File: src/rtl/core/tce_pkg.sv
// Shared types, codes and constants for the text console engine.
// No dependencies; every other file except tce_ram uses these by scoped name.
package tce_pkg;

    // Default geometry
    localparam int COLS_DEF = 80;
    localparam int ROWS_DEF = 25;
    localparam int TAB_DEF  = 8;

    // Stream word widths
    localparam int IN_W  = 24;
    localparam int OUT_W = 40;

    // Command codes
    localparam logic [1:0] CMD_PUT  = 2'd0;
    localparam logic [1:0] CMD_SET  = 2'd1;
    localparam logic [1:0] CMD_READ = 2'd2;

    // Control characters and printable range
    localparam logic [7:0] CHAR_BS  = 8'h08;
    localparam logic [7:0] CHAR_TAB = 8'h09;
    localparam logic [7:0] CHAR_LF  = 8'h0A;
    localparam logic [7:0] CHAR_FF  = 8'h0C;
    localparam logic [7:0] CHAR_CR  = 8'h0D;
    localparam logic [7:0] PRINT_LO = 8'h20;
    localparam logic [7:0] PRINT_HI = 8'h7E;

    localparam logic [7:0] DEFAULT_COLOR_RST = 8'h07;

    typedef enum logic {
        ST_IDLE,
        ST_READ
    } t_state;

    typedef enum logic {
        SW_IDLE,
        SW_RUN
    } t_sweep_state;

    // Request to rewrite the whole cell store
    typedef struct packed {
        logic       start;
        logic       copy;   // shift rows up before filling the last one
        logic [7:0] fill;
    } t_sweep_cmd;

    // Fill byte: high nibble of the color in both nibbles
    function automatic logic [7:0] fill_byte(input logic [7:0] color);
        return {color[7:4], color[7:4]};
    endfunction

endpackage

File: src/rtl/core/tce_sweep.sv
// Whole-store sweep: clear to a fill byte, or scroll up one row and fill.
// Depends on tce_pkg; drives the cell RAM ports while it runs.
module tce_sweep #(
    parameter int COLS   = tce_pkg::COLS_DEF,
    parameter int NCELLS = tce_pkg::COLS_DEF * tce_pkg::ROWS_DEF
) (
    input  logic                      i_clk,
    input  logic                      i_rst_n,
    input  tce_pkg::t_sweep_cmd       i_cmd,
    input  logic [15:0]               i_rdata,
    output logic                      o_busy,
    output logic                      o_we,
    output logic [$clog2(NCELLS)-1:0] o_waddr,
    output logic [15:0]               o_wdata,
    output logic                      o_re,
    output logic [$clog2(NCELLS)-1:0] o_raddr
);

    localparam int AW = $clog2(NCELLS);

    tce_pkg::t_sweep_state r_state, n_state;
    logic [AW-1:0]         r_ptr;
    logic                  r_copy;
    logic [7:0]            r_fill;
    logic [AW:0]           rd_next;

    // Next state
    always_comb begin
        n_state = r_state;
        unique case (r_state)
            tce_pkg::SW_IDLE: if (i_cmd.start) n_state = tce_pkg::SW_RUN;
            tce_pkg::SW_RUN:  if (r_ptr == AW'(NCELLS - 1)) n_state = tce_pkg::SW_IDLE;
            default:          n_state = tce_pkg::SW_IDLE;
        endcase
    end

    always_ff @(posedge i_clk) begin
        if (!i_rst_n) begin
            r_state <= tce_pkg::SW_RUN;
            r_ptr   <= '0;
            r_copy  <= 1'b0;
            r_fill  <= tce_pkg::fill_byte(tce_pkg::DEFAULT_COLOR_RST);
        end else begin
            r_state <= n_state;
            if (r_state == tce_pkg::SW_IDLE) begin
                if (i_cmd.start) begin
                    r_ptr  <= '0;
                    r_copy <= i_cmd.copy;
                    r_fill <= i_cmd.fill;
                end
            end else begin
                r_ptr <= r_ptr + AW'(1);
            end
        end
    end

    // Outputs: read one row ahead, write the current cell
    always_comb begin
        rd_next = (AW+1)'(r_ptr) + (AW+1)'(COLS + 1);
        o_busy  = (r_state == tce_pkg::SW_RUN);
        o_we    = o_busy;
        o_waddr = r_ptr;
        o_wdata = (r_copy && r_ptr < AW'(NCELLS - COLS)) ? i_rdata : {r_fill, r_fill};
        o_re    = 1'b0;
        o_raddr = rd_next[AW-1:0];
        unique case (r_state)
            tce_pkg::SW_IDLE: begin
                if (i_cmd.start && i_cmd.copy) begin
                    o_re    = 1'b1;
                    o_raddr = AW'(COLS);
                end
            end
            tce_pkg::SW_RUN: begin
                o_re = r_copy && (rd_next < (AW+1)'(NCELLS));
            end
            default: o_re = 1'b0;
        endcase
    end

endmodule

File: config.mk
export PLATFORM = sky130hd
export DESIGN_NAME = tce_sweep
export DESIGN_NICKNAME = d
export VERILOG_FILES = /design/src/rtl/core/tce_pkg.sv /design/src/rtl/core/tce_sweep.sv
export SDC_FILE = /design/constraint.sdc
export NUM_CORES = 1
export LEC_CHECK = 0
export BUFFER_PORTS_ARGS = -buffer_cell sky130_fd_sc_hd__buf_2
export CAP_MARGIN = 40
export CORE_ASPECT_RATIO = 1.1
export CORE_MARGIN = 10
export CORE_UTILIZATION = 30
export DETAILED_ROUTE_END_ITERATION = 6
export GPL_TIMING_DRIVEN = 0
export HOLD_SLACK_MARGIN = 0.08
export SETUP_SLACK_MARGIN = 0.1
export SYNTH_ARGS = -nofsm -noshare
export SYNTH_HDL_FRONTEND = slang
export SYNTH_SLANG_ARGS = --single-unit
export TNS_END_PERCENT = 50
File: constraint.sdc
create_clock -name i_clk -period 2.03 [get_ports i_clk]
set_input_delay 0.203 -clock i_clk [delete_from_list [all_inputs] [get_ports i_clk]]
set_output_delay 0.203 -clock i_clk [all_outputs]
set_load 0.01 [all_outputs]
==> results.toml <==
[critical_path]
end_kind = "primary output"
critPathMaxFanout = 3
criticalPathCategory = "flip-flop to primary output"
crit_arrival_ns = 1.73
required_ns = 1.83
ff2ff_path_depth = 5
start_kind = "flip-flop"

[synthesis]
synth-edff-count = 0
synth_fp_nets = 215
yosys.cell_types.count = 40
yosysSeqAreaShare_pct = 28.2
synthTopCellsByArea = "dfxtp_1, mux2_2, nand2_1"
yosysTopAreaCellShare_pct = 28.2
synth_common_cells = "nand2_1, dfxtp_1, mux2_2"
async_reset_ff_share_pct = 0
yosys.area.top_type = "dfxtp_1"
syn_area_um2 = 1490
ys.flop_type = "dfxtp_1"
yosysMostFrequentCell = "nand2_1"
ys_ff_latch = 21
yosys_warnings = 0
synth_cells = 186
syn_avg_cell_area_um2 = 8.03

[sta]
hold_slack_ns = 0.174
hold_viol = 0
slew_headroom_pct = 72.8
clock_skew_ns = 0.00101
tightest_slew_ns = 0.407
finalSetupViolCount = 0
grt_setup_unrepaired = "yes"
min_period_ns = 1.93
fin_crit_sh_pct = 95.3
fin_tns_setup_ns = 0
fmax_ghz = 0.517
slew_violations = 0

[layout]
num-fill-cells = 496
antenna_cells = 0
drive_gt1_share_pct = 50.9
syn2layout_area_growth_pct = 44.1
stdcell_area_um2 = 2150
fin_nets = 299

[clocking]
clock_sinks = 21
cts_made_buffers = 3
clockBufferDepth = 2
clk_latency_ns = 0.27
cts_tree = "yes"
clkTransAtPathRegs_ns = 0.08
root_buffer = "clkbuf_8"
cts_max_level = 1

[power]
power.leakage_nw = 0.969
switching_share_pct = 24.5
power.density_nw_per_um2 = 375
p_int_uw = 609
p_sw_uw = 197
power_frac_comb_pct = 12.4
pwr-share-clk_pct = 35.4
power_frac_seq_pct = 52.2
ir_drop_v = 0.000365
finalPower_uw = 806

[placed_design]
postPlaceCellArea_um2 = 1900
place_congestion = 0.865
hpwl_um = 3660
portBuffers = 68

[drt]
ant_nets = 0
first_iter_violations = 107
routedWlPerCell_um = 14.9
via_per_inst = 4.99
first_pass_iters = 4
num_vias = 1621
drc_errors = 0
wirelength_um = 4840

[global_route]
met1_usage_pct = 13.1
first_global_vias = 1498
busiest_layer = "met2"
use_met3_pct = 3.47
grt_use_met2_pct = 18.6
grt_max_degree = 13
antenna_found_initial = 0
grt_pass1_wl_um = 7480
overflow = 0
grt_usage_pct = 11.3

[floorplanning]
rows = 26
die_x_um = 87.3
start_util_pct = 31.6
boundaryPins = 69
coreArea_um2 = 4720
die_y_um = 94.0
die_area_um2 = 8200

[worst_hold_path]
hold_depth = 3
hp-class = "primary input to flip-flop"

[flow_run]
maxCapViolations = 0

[run_status]
run_status = "complete, no violations"
final timing paths:
kind         slack (ns)           to       start
max                 0.1         o_re  o_waddr[0]
max reg2reg        0.55  o_waddr[10]  o_waddr[0]
min                0.17    r_fill[7]    i_cmd[7]
min reg2reg        0.48    r_fill[7]   r_fill[7]
power by group through the flow:
stage	clock network (mW)	registers, mW	logic (mW)
after floorplan	0	0.435	0.0364
after global placement	0	0.434	0.0823
after detailed placement	0	0.434	0.0830
after CTS	0.298	0.421	0.0991
after global routing	0.310	0.422	0.112
final	0.285	0.421	0.0999
cell type report:
cell class | count | area [um^2] | area share, %
Multi-Input combinational cell | 147 | 1040 | 48.4
Sequential cell | 21 | 432 | 20.1
Timing Repair Buffer | 79 | 423 | 19.7
Clock inverter | 1 | 5.00 | 0.233
Inverter | 2 | 7.51 | 0.349
Tap cell | 56 | 70.1 | 3.26
Buffer | 16 | 131 | 6.11
Clock buffer | 3 | 41.3 | 1.92
state kept, by name (all words and copies together), names as in the netlist:
signal	count
r_fill	8
o_waddr	11
r_copy	1
o_busy	1
what timing repair did:
item,CTS,global route
setup endpoints to repair,15,17
gates resized for setup,11,27
hold endpoints to repair,0,0
hold buffers,0,0
buffers inserted,7,4
pin swaps,6,13
per-stage QoR:
step	std cells	setup WS (ns)	utilization [%]
2_1_floorplan	186	0.224	-
3_3_place_gp	310	-0.0222	40.3
3_5_place_dp	310	-0.00626	40.3
4_1_cts	321	0.0361	43.2
5_1_grt	325	0.0158	45.6
6_report	325	0.0954	45.6
per-layer routing:
layer / vias to the layer above / share of wire [%]
li1: 808 / -
met1: 763 / 41
met2: 45 / 51
met3: 5 / 7.1
met4: 0 / 1.2
met5: - / 0
cells by family after synthesis:
kind of cell | count (synthesis) | synth area share (%)
xor+xnor | 10 | 5.87
flops | 21 | 28.2
buf+inv | 18 | 6.71
mux | 19 | 14.1
simple gates | 78 | 27.2
compound gates | 39 | 17.2
fa+ha+maj | 1 | 0.838
layout by cell type (no fill, tap or decap), types with 3 or more instances in the layout:
cell	instances
a21boi_0	12
a21oi_1	4
and2_1	5
buf_2	71
buf_4	16
buf_6	5
clkbuf_8	3
dfxtp_1	16
dfxtp_2	3
mux2_2	16
mux2i_1	3
nand2_1	30
nand3_1	3
nor2_1	12
nor2_2	4
nor2b_1	5
o21ai_0	6
xnor2_1	6
xor2_1	4
critical path, stage by stage, from the launching register on:
cell and delay, ns:
dfxtp_4 0.36, ha_4 0.16, and3_4 0.17, and3_4 0.14, o21ai_1 0.12, a31oi_1 0.12
a32oi_2 0.24, buf_2 0.17
No activity file was read; power rests on OpenSTA's default activity.
