## config.mk

```make
export PLATFORM = sky130hd
export DESIGN_NAME = tce_cursor
export DESIGN_NICKNAME = d
export VERILOG_FILES = /design/src/rtl/core/tce_pkg.sv /design/src/rtl/core/tce_cursor.sv
export SDC_FILE = /design/constraint.sdc
export NUM_CORES = 1
export LEC_CHECK = 0
export ABC_AREA = 1
export BUFFER_PORTS_ARGS = -buffer_cell sky130_fd_sc_hd__buf_2
export CAP_MARGIN = 25
export CORE_ASPECT_RATIO = 0.5
export CORE_UTILIZATION = 45
export CTS_CLUSTER_SIZE = 10
export DETAILED_ROUTE_END_ITERATION = 6
export GPL_ROUTABILITY_DRIVEN = 0
export PLACE_DENSITY = 0.8
export SYNTH_ARGS = -nofsm -noshare
export SYNTH_HDL_FRONTEND = slang
export SYNTH_SLANG_ARGS = --single-unit
```

## constraint.sdc

```tcl
create_clock -name i_clk -period 8.55 [get_ports i_clk]
set_clock_uncertainty 0.2 [all_clocks]
set_input_delay 1.2825 -clock i_clk [delete_from_list [all_inputs] [get_ports i_clk]]
set_output_delay 1.2825 -clock i_clk [all_outputs]
set_load 0.01 [all_outputs]
```

## src/rtl/core/tce_pkg.sv

```systemverilog
// Shared types, codes and constants for the text console engine.
// No dependencies; every other file except tce_ram uses these by scoped name.
package tce_pkg;

    // Default geometry
    localparam int COLS_DEF = 80;
    localparam int ROWS_DEF = 25;
    localparam int TAB_DEF  = 8;

    // Stream word widths
    localparam int IN_W  = 24;
    localparam int OUT_W = 40;

    // Command codes
    localparam logic [1:0] CMD_PUT  = 2'd0;
    localparam logic [1:0] CMD_SET  = 2'd1;
    localparam logic [1:0] CMD_READ = 2'd2;

    // Control characters and printable range
    localparam logic [7:0] CHAR_BS  = 8'h08;
    localparam logic [7:0] CHAR_TAB = 8'h09;
    localparam logic [7:0] CHAR_LF  = 8'h0A;
    localparam logic [7:0] CHAR_FF  = 8'h0C;
    localparam logic [7:0] CHAR_CR  = 8'h0D;
    localparam logic [7:0] PRINT_LO = 8'h20;
    localparam logic [7:0] PRINT_HI = 8'h7E;

    localparam logic [7:0] DEFAULT_COLOR_RST = 8'h07;

    typedef enum logic {
        ST_IDLE,
        ST_READ
    } t_state;

    typedef enum logic {
        SW_IDLE,
        SW_RUN
    } t_sweep_state;

    // Request to rewrite the whole cell store
    typedef struct packed {
        logic       start;
        logic       copy;   // shift rows up before filling the last one
        logic [7:0] fill;
    } t_sweep_cmd;

    // Fill byte: high nibble of the color in both nibbles
    function automatic logic [7:0] fill_byte(input logic [7:0] color);
        return {color[7:4], color[7:4]};
    endfunction

endpackage

```

## src/rtl/core/tce_cursor.sv

```systemverilog
// Cursor, current color and put-character decode of the text console.
// Depends on tce_pkg; drives single cell writes and sweep requests.
module tce_cursor #(
    parameter int COLS = tce_pkg::COLS_DEF,
    parameter int ROWS = tce_pkg::ROWS_DEF,
    parameter int TAB  = tce_pkg::TAB_DEF,
    parameter int AW   = $clog2(COLS * ROWS)
) (
    input  logic                      i_clk,
    input  logic                      i_rst_n,
    input  logic                      i_put,
    input  logic                      i_set,
    input  logic [7:0]                i_value,
    input  logic [7:0]                i_default_color,
    output logic [$clog2(COLS)-1:0]   o_col,
    output logic [$clog2(ROWS)-1:0]   o_row,
    output logic                      o_cell_we,
    output logic [AW-1:0]             o_cell_addr,
    output logic [15:0]               o_cell_wdata,
    output tce_pkg::t_sweep_cmd       o_sweep
);

    localparam int CW  = $clog2(COLS);
    localparam int CXW = $clog2(COLS + TAB + 1);
    localparam int RW  = $clog2(ROWS);
    localparam int RXW = $clog2(ROWS + 1);
    localparam int TW  = (TAB > 1) ? $clog2(TAB) : 1;

    logic [CW-1:0] r_col,   n_col;
    logic [RW-1:0] r_row,   n_row;
    logic [AW-1:0] r_base,  n_base;   // row times COLS
    logic [TW-1:0] r_tab,   n_tab;    // column modulo TAB
    logic [7:0]    r_color, n_color;

    logic [CXW-1:0] col_x;
    logic [RXW-1:0] row_x;
    logic [TW-1:0]  tab_x;
    logic           lf, ff, prn, wrap, scroll;

    always_comb begin
        col_x = CXW'(r_col);
        tab_x = r_tab;
        lf    = 1'b0;
        ff    = 1'b0;
        prn   = 1'b0;
        if (i_put) begin
            unique case (i_value)
                tce_pkg::CHAR_BS: begin
                    if (r_col != '0) begin
                        col_x = CXW'(r_col) - CXW'(1);
                        tab_x = (r_tab == '0) ? TW'(TAB - 1) : r_tab - TW'(1);
                    end
                end
                tce_pkg::CHAR_CR: begin
                    col_x = '0;
                    tab_x = '0;
                end
                tce_pkg::CHAR_LF: begin
                    lf    = 1'b1;
                    col_x = '0;
                    tab_x = '0;
                end
                tce_pkg::CHAR_FF: begin
                    ff    = 1'b1;
                    col_x = '0;
                    tab_x = '0;
                end
                tce_pkg::CHAR_TAB: begin
                    col_x = CXW'(r_col) + CXW'(TAB) - CXW'(r_tab);
                    tab_x = '0;
                end
                default: begin
                    if (i_value >= tce_pkg::PRINT_LO && i_value <= tce_pkg::PRINT_HI) begin
                        prn   = 1'b1;
                        col_x = CXW'(r_col) + CXW'(1);
                        tab_x = (r_tab == TW'(TAB - 1)) ? '0 : r_tab + TW'(1);
                    end
                end
            endcase
        end

        // Wrap at the right edge
        wrap = (col_x >= CXW'(COLS));
        if (wrap) begin
            col_x = '0;
            tab_x = '0;
        end

        row_x  = RXW'(r_row) + RXW'(lf | wrap);
        scroll = (row_x == RXW'(ROWS));

        n_col = col_x[CW-1:0];
        n_tab = tab_x;
        if (ff) begin
            n_row = '0;
        end else if (scroll) begin
            n_row = RW'(ROWS - 1);
        end else begin
            n_row = row_x[RW-1:0];
        end

        n_base = r_base;
        if (ff) begin
            n_base = '0;
        end else if ((lf | wrap) && !scroll) begin
            n_base = r_base + AW'(COLS);
        end

        n_color = r_color;
        if (ff) begin
            n_color = i_default_color;
        end else if (i_set) begin
            n_color = i_value;
        end
    end

    always_ff @(posedge i_clk) begin
        if (!i_rst_n) begin
            r_col   <= '0;
            r_row   <= '0;
            r_base  <= '0;
            r_tab   <= '0;
            r_color <= tce_pkg::DEFAULT_COLOR_RST;
        end else begin
            r_col   <= n_col;
            r_row   <= n_row;
            r_base  <= n_base;
            r_tab   <= n_tab;
            r_color <= n_color;
        end
    end

    assign o_col        = n_col;
    assign o_row        = n_row;
    assign o_cell_we    = prn;
    assign o_cell_addr  = r_base + AW'(r_col);
    assign o_cell_wdata = {r_color, i_value};

    always_comb begin
        o_sweep.start = ff | scroll;
        o_sweep.copy  = !ff;
        o_sweep.fill  = ff ? tce_pkg::fill_byte(i_default_color)
                           : tce_pkg::fill_byte(r_color);
    end

endmodule

```

==> impl_metrics.toml <==
[sta]
setup_viol = 0
maxSlewHeadroom = 0.368
period_share = 0.655
fmax_mhz = 179
worstMarginPinSlew_ns = 0.939
hold_viol = 0
rsz0062_at_grt = "false"
slew_violations = 0
whs_ns = 0.279
final.setup.tns_ns = 0
period_needed_ns = 5.60

[setup_path]
critPathKind = "in2out"
end_kind = "primary output"
startpoint_type = "input pin"
crit_required_ns = 7.07
cp_max_fo = 11
ff2ff_setup_slack_ns = 4.64
cp.arrival_ns = 4.12

[global_routing]
grt_first_pass_wirelength_microns = 11000
grt_pass1_vias = 2386
grt_max_degree = 17
overflow = 0
grt_use_total = 0.212
antenna_found_initial = 0

[clock_tree]
root_buffer = "clkbuf_16"
clock_latency_ns = 0.27
ctsHoldBuffers = 0
post_cts_buffers = 0
cts_buffers = 5
path_clk_slew_ns = 0.05
cts_sinks = 30
ctsLongestPathBuffers = 2
cts_tree = "done"
cts.htree.levels = 2
cts_resized = 0

[synth]
ys_types = 44
ys_seq_elements = 30
synth_area_per_cell_sq_um = 6.96
netlist_instances = 399
synth_area_sq_um = 2780
yosysWarnings = 0
syn_nets = 443
synth_seq_area_share = 0.216

[cells_and_area]
syn_to_final_growth_pct = 15.5
drive_gt1_frac = 0.271
final_net_count = 494
fillerInstances = 546
antenna_cells = 0

[routing]
drc = 0
viasPerCell = 5.14
drt_iter0_markers = 154
drt_pass1_iterations = 4
totalWireLength_microns = 6550
post_drt_wl_per_cell_microns = 12.5
ant_nets = 0
num_vias = 2686

[power_and_ir_drop]
p_clk_frac = 0.425
power.leakage_nw = 1.57
peakVddDrop_mv = 0.0941
powerDensity_nw_per_um2 = 146
comb_power_share = 0.240
totalPowerFinal_w = 0.000469
netSwitchingFraction = 0.288
p_int_w = 0.000334
p_switching_w = 0.000135
seqPwrFrac = 0.335

[floorplan]
die-area_sq_um = 6510
initial_core_util = 0.487
die_h_microns = 57.6
top_level_ports = 70
rows = 19
fp.coreArea_sq_um = 5710
die_w_microns = 113

[run]
cap_violations = 0

[placement]
io_buffer_count = 69
hpwl_microns = 5140

[outcome]
status = "completed"

[hold_path]
hp-class = "reg2reg"
per-stage QoR:
stage / instance area, sq um / util / setup WS [ns] / std cells
floorplan: 2780 / - / 3.51 / 399
global placement: 3040 / 0.533 / 3.08 / 516
detailed placement: 3040 / 0.533 / 2.99 / 516
CTS: 3210 / 0.563 / 2.95 / 523
global route: 3210 / 0.563 / 2.66 / 523
finish: 3210 / 0.563 / 2.95 / 523
power by group through the flow:
| stage | combinational (W) | sequential [W] | clock [W] |
|---|---|---|---|
| floorplan | 0.0000873 | 0.000156 | 0 |
| global placement | 0.000110 | 0.000159 | 0 |
| detailed placement | 0.000112 | 0.000159 | 0 |
| CTS | 0.000113 | 0.000157 | 0.000202 |
| global route | 0.000126 | 0.000158 | 0.000207 |
| finish | 0.000113 | 0.000157 | 0.000199 |
layer usage:
layer | up-vias | track usage | wire, microns
met5 | - | 0 | 0
met4 | 0 | 0.0789 | 180
met3 | 19 | 0.0340 | 296
met2 | 76 | 0.343 | 2960
met1 | 1209 | 0.287 | 3110
li1 | 1382 | - | -
final cells by class:
cell class,count,area [sq um],share of cell area
clock buffer,6,139,0.0433
multi-input combinational,296,1820,0.567
inverter,48,183,0.0569
sequential,30,601,0.187
tap,73,91.3,0.0285
clock inverter,1,30.0,0.00936
timing repair buffer,69,345,0.108
state kept, by name, indices dropped and copies added, names as in the netlist:
register and flops:
r_tab 3, r_base 7, r_row 5, r_col 7, r_color 8
kinds of logic (layout without fill, tap and decap cells):
group | after synthesis | after routing | synth area share
XOR/XNOR | 17 | 17 | 0.0536
AO/OA/AOI/OAI | 48 | 48 | 0.117
adder cells (fa/ha/maj) | 24 | 24 | 0.113
AND/OR/NAND/NOR | 207 | 207 | 0.371
buffers and inverters | 73 | 124 | 0.129
flip-flops | 30 | 30 | 0.216
cell usage in the layout (no fill, tap or decap), types with 6 or more instances in the layout:
cell type / instances
xnor2_1: 8
o21ai_0: 10
a21oi_1: 10
nand2_1: 90
nand2_2: 12
nor2_1: 35
inv_1: 43
nand3_1: 35
dfxtp_1: 30
buf_2: 69
nor3_1: 6
xor2_1: 9
ha_1: 22
a21oi_2: 7
final timing paths:
| path | start | to | depth (start not counted) |
|---|---|---|---|
| hold / removal | r_base[10] | r_base[10] | 2 |
| setup reg to reg | r_col[0] | r_base[10] | 21 |
| setup / recovery | i_value[5] | o_row[0] | 19 |
| hold reg to reg | r_base[10] | r_base[10] | 2 |
Yosys cell counts, drive strengths merged:
master | count | area [sq um]
ha | 22 | 275
nor4 | 2 | 18.8
a31o | 1 | 8.76
nand3b | 2 | 15.0
xnor2 | 8 | 70.1
nor2 | 42 | 190
o221ai | 1 | 8.76
nand4 | 5 | 31.3
buf | 23 | 166
a21o | 2 | 15.0
nor3 | 6 | 30.0
nand3 | 39 | 215
fa | 2 | 40.0
a31oi | 5 | 31.3
clkbuf | 2 | 8.75
inv | 48 | 183
nand2 | 109 | 518
xor2 | 9 | 78.8
o21bai | 1 | 18.8
o2111ai | 1 | 8.76
o211ai | 4 | 30.0
o21ai | 11 | 55.1
or2 | 1 | 6.26
a221oi | 2 | 17.5
and3 | 1 | 6.26
a21oi | 17 | 111
o22ai | 2 | 12.5
dfxtp | 30 | 601
a211oi | 1 | 7.51
worst max-delay path: stages:
cell,delay [ns]
buf_2,0.12
nor2_2,0.13
nand2_2,0.14
inv_2,0.10
nand2_1,0.25
nand3_2,0.16
nand2_1,0.09
o21bai_4,0.17
nand2_4,0.08
nand2_8,0.10
nand2_8,0.08
ha_1,0.22
ha_1,0.22
xor2_1,0.16
nor3_1,0.18
nand3_2,0.26
nand2_1,0.18
nor2_1,0.05
buf_2,0.13
(Power assumes the default switching activity.)
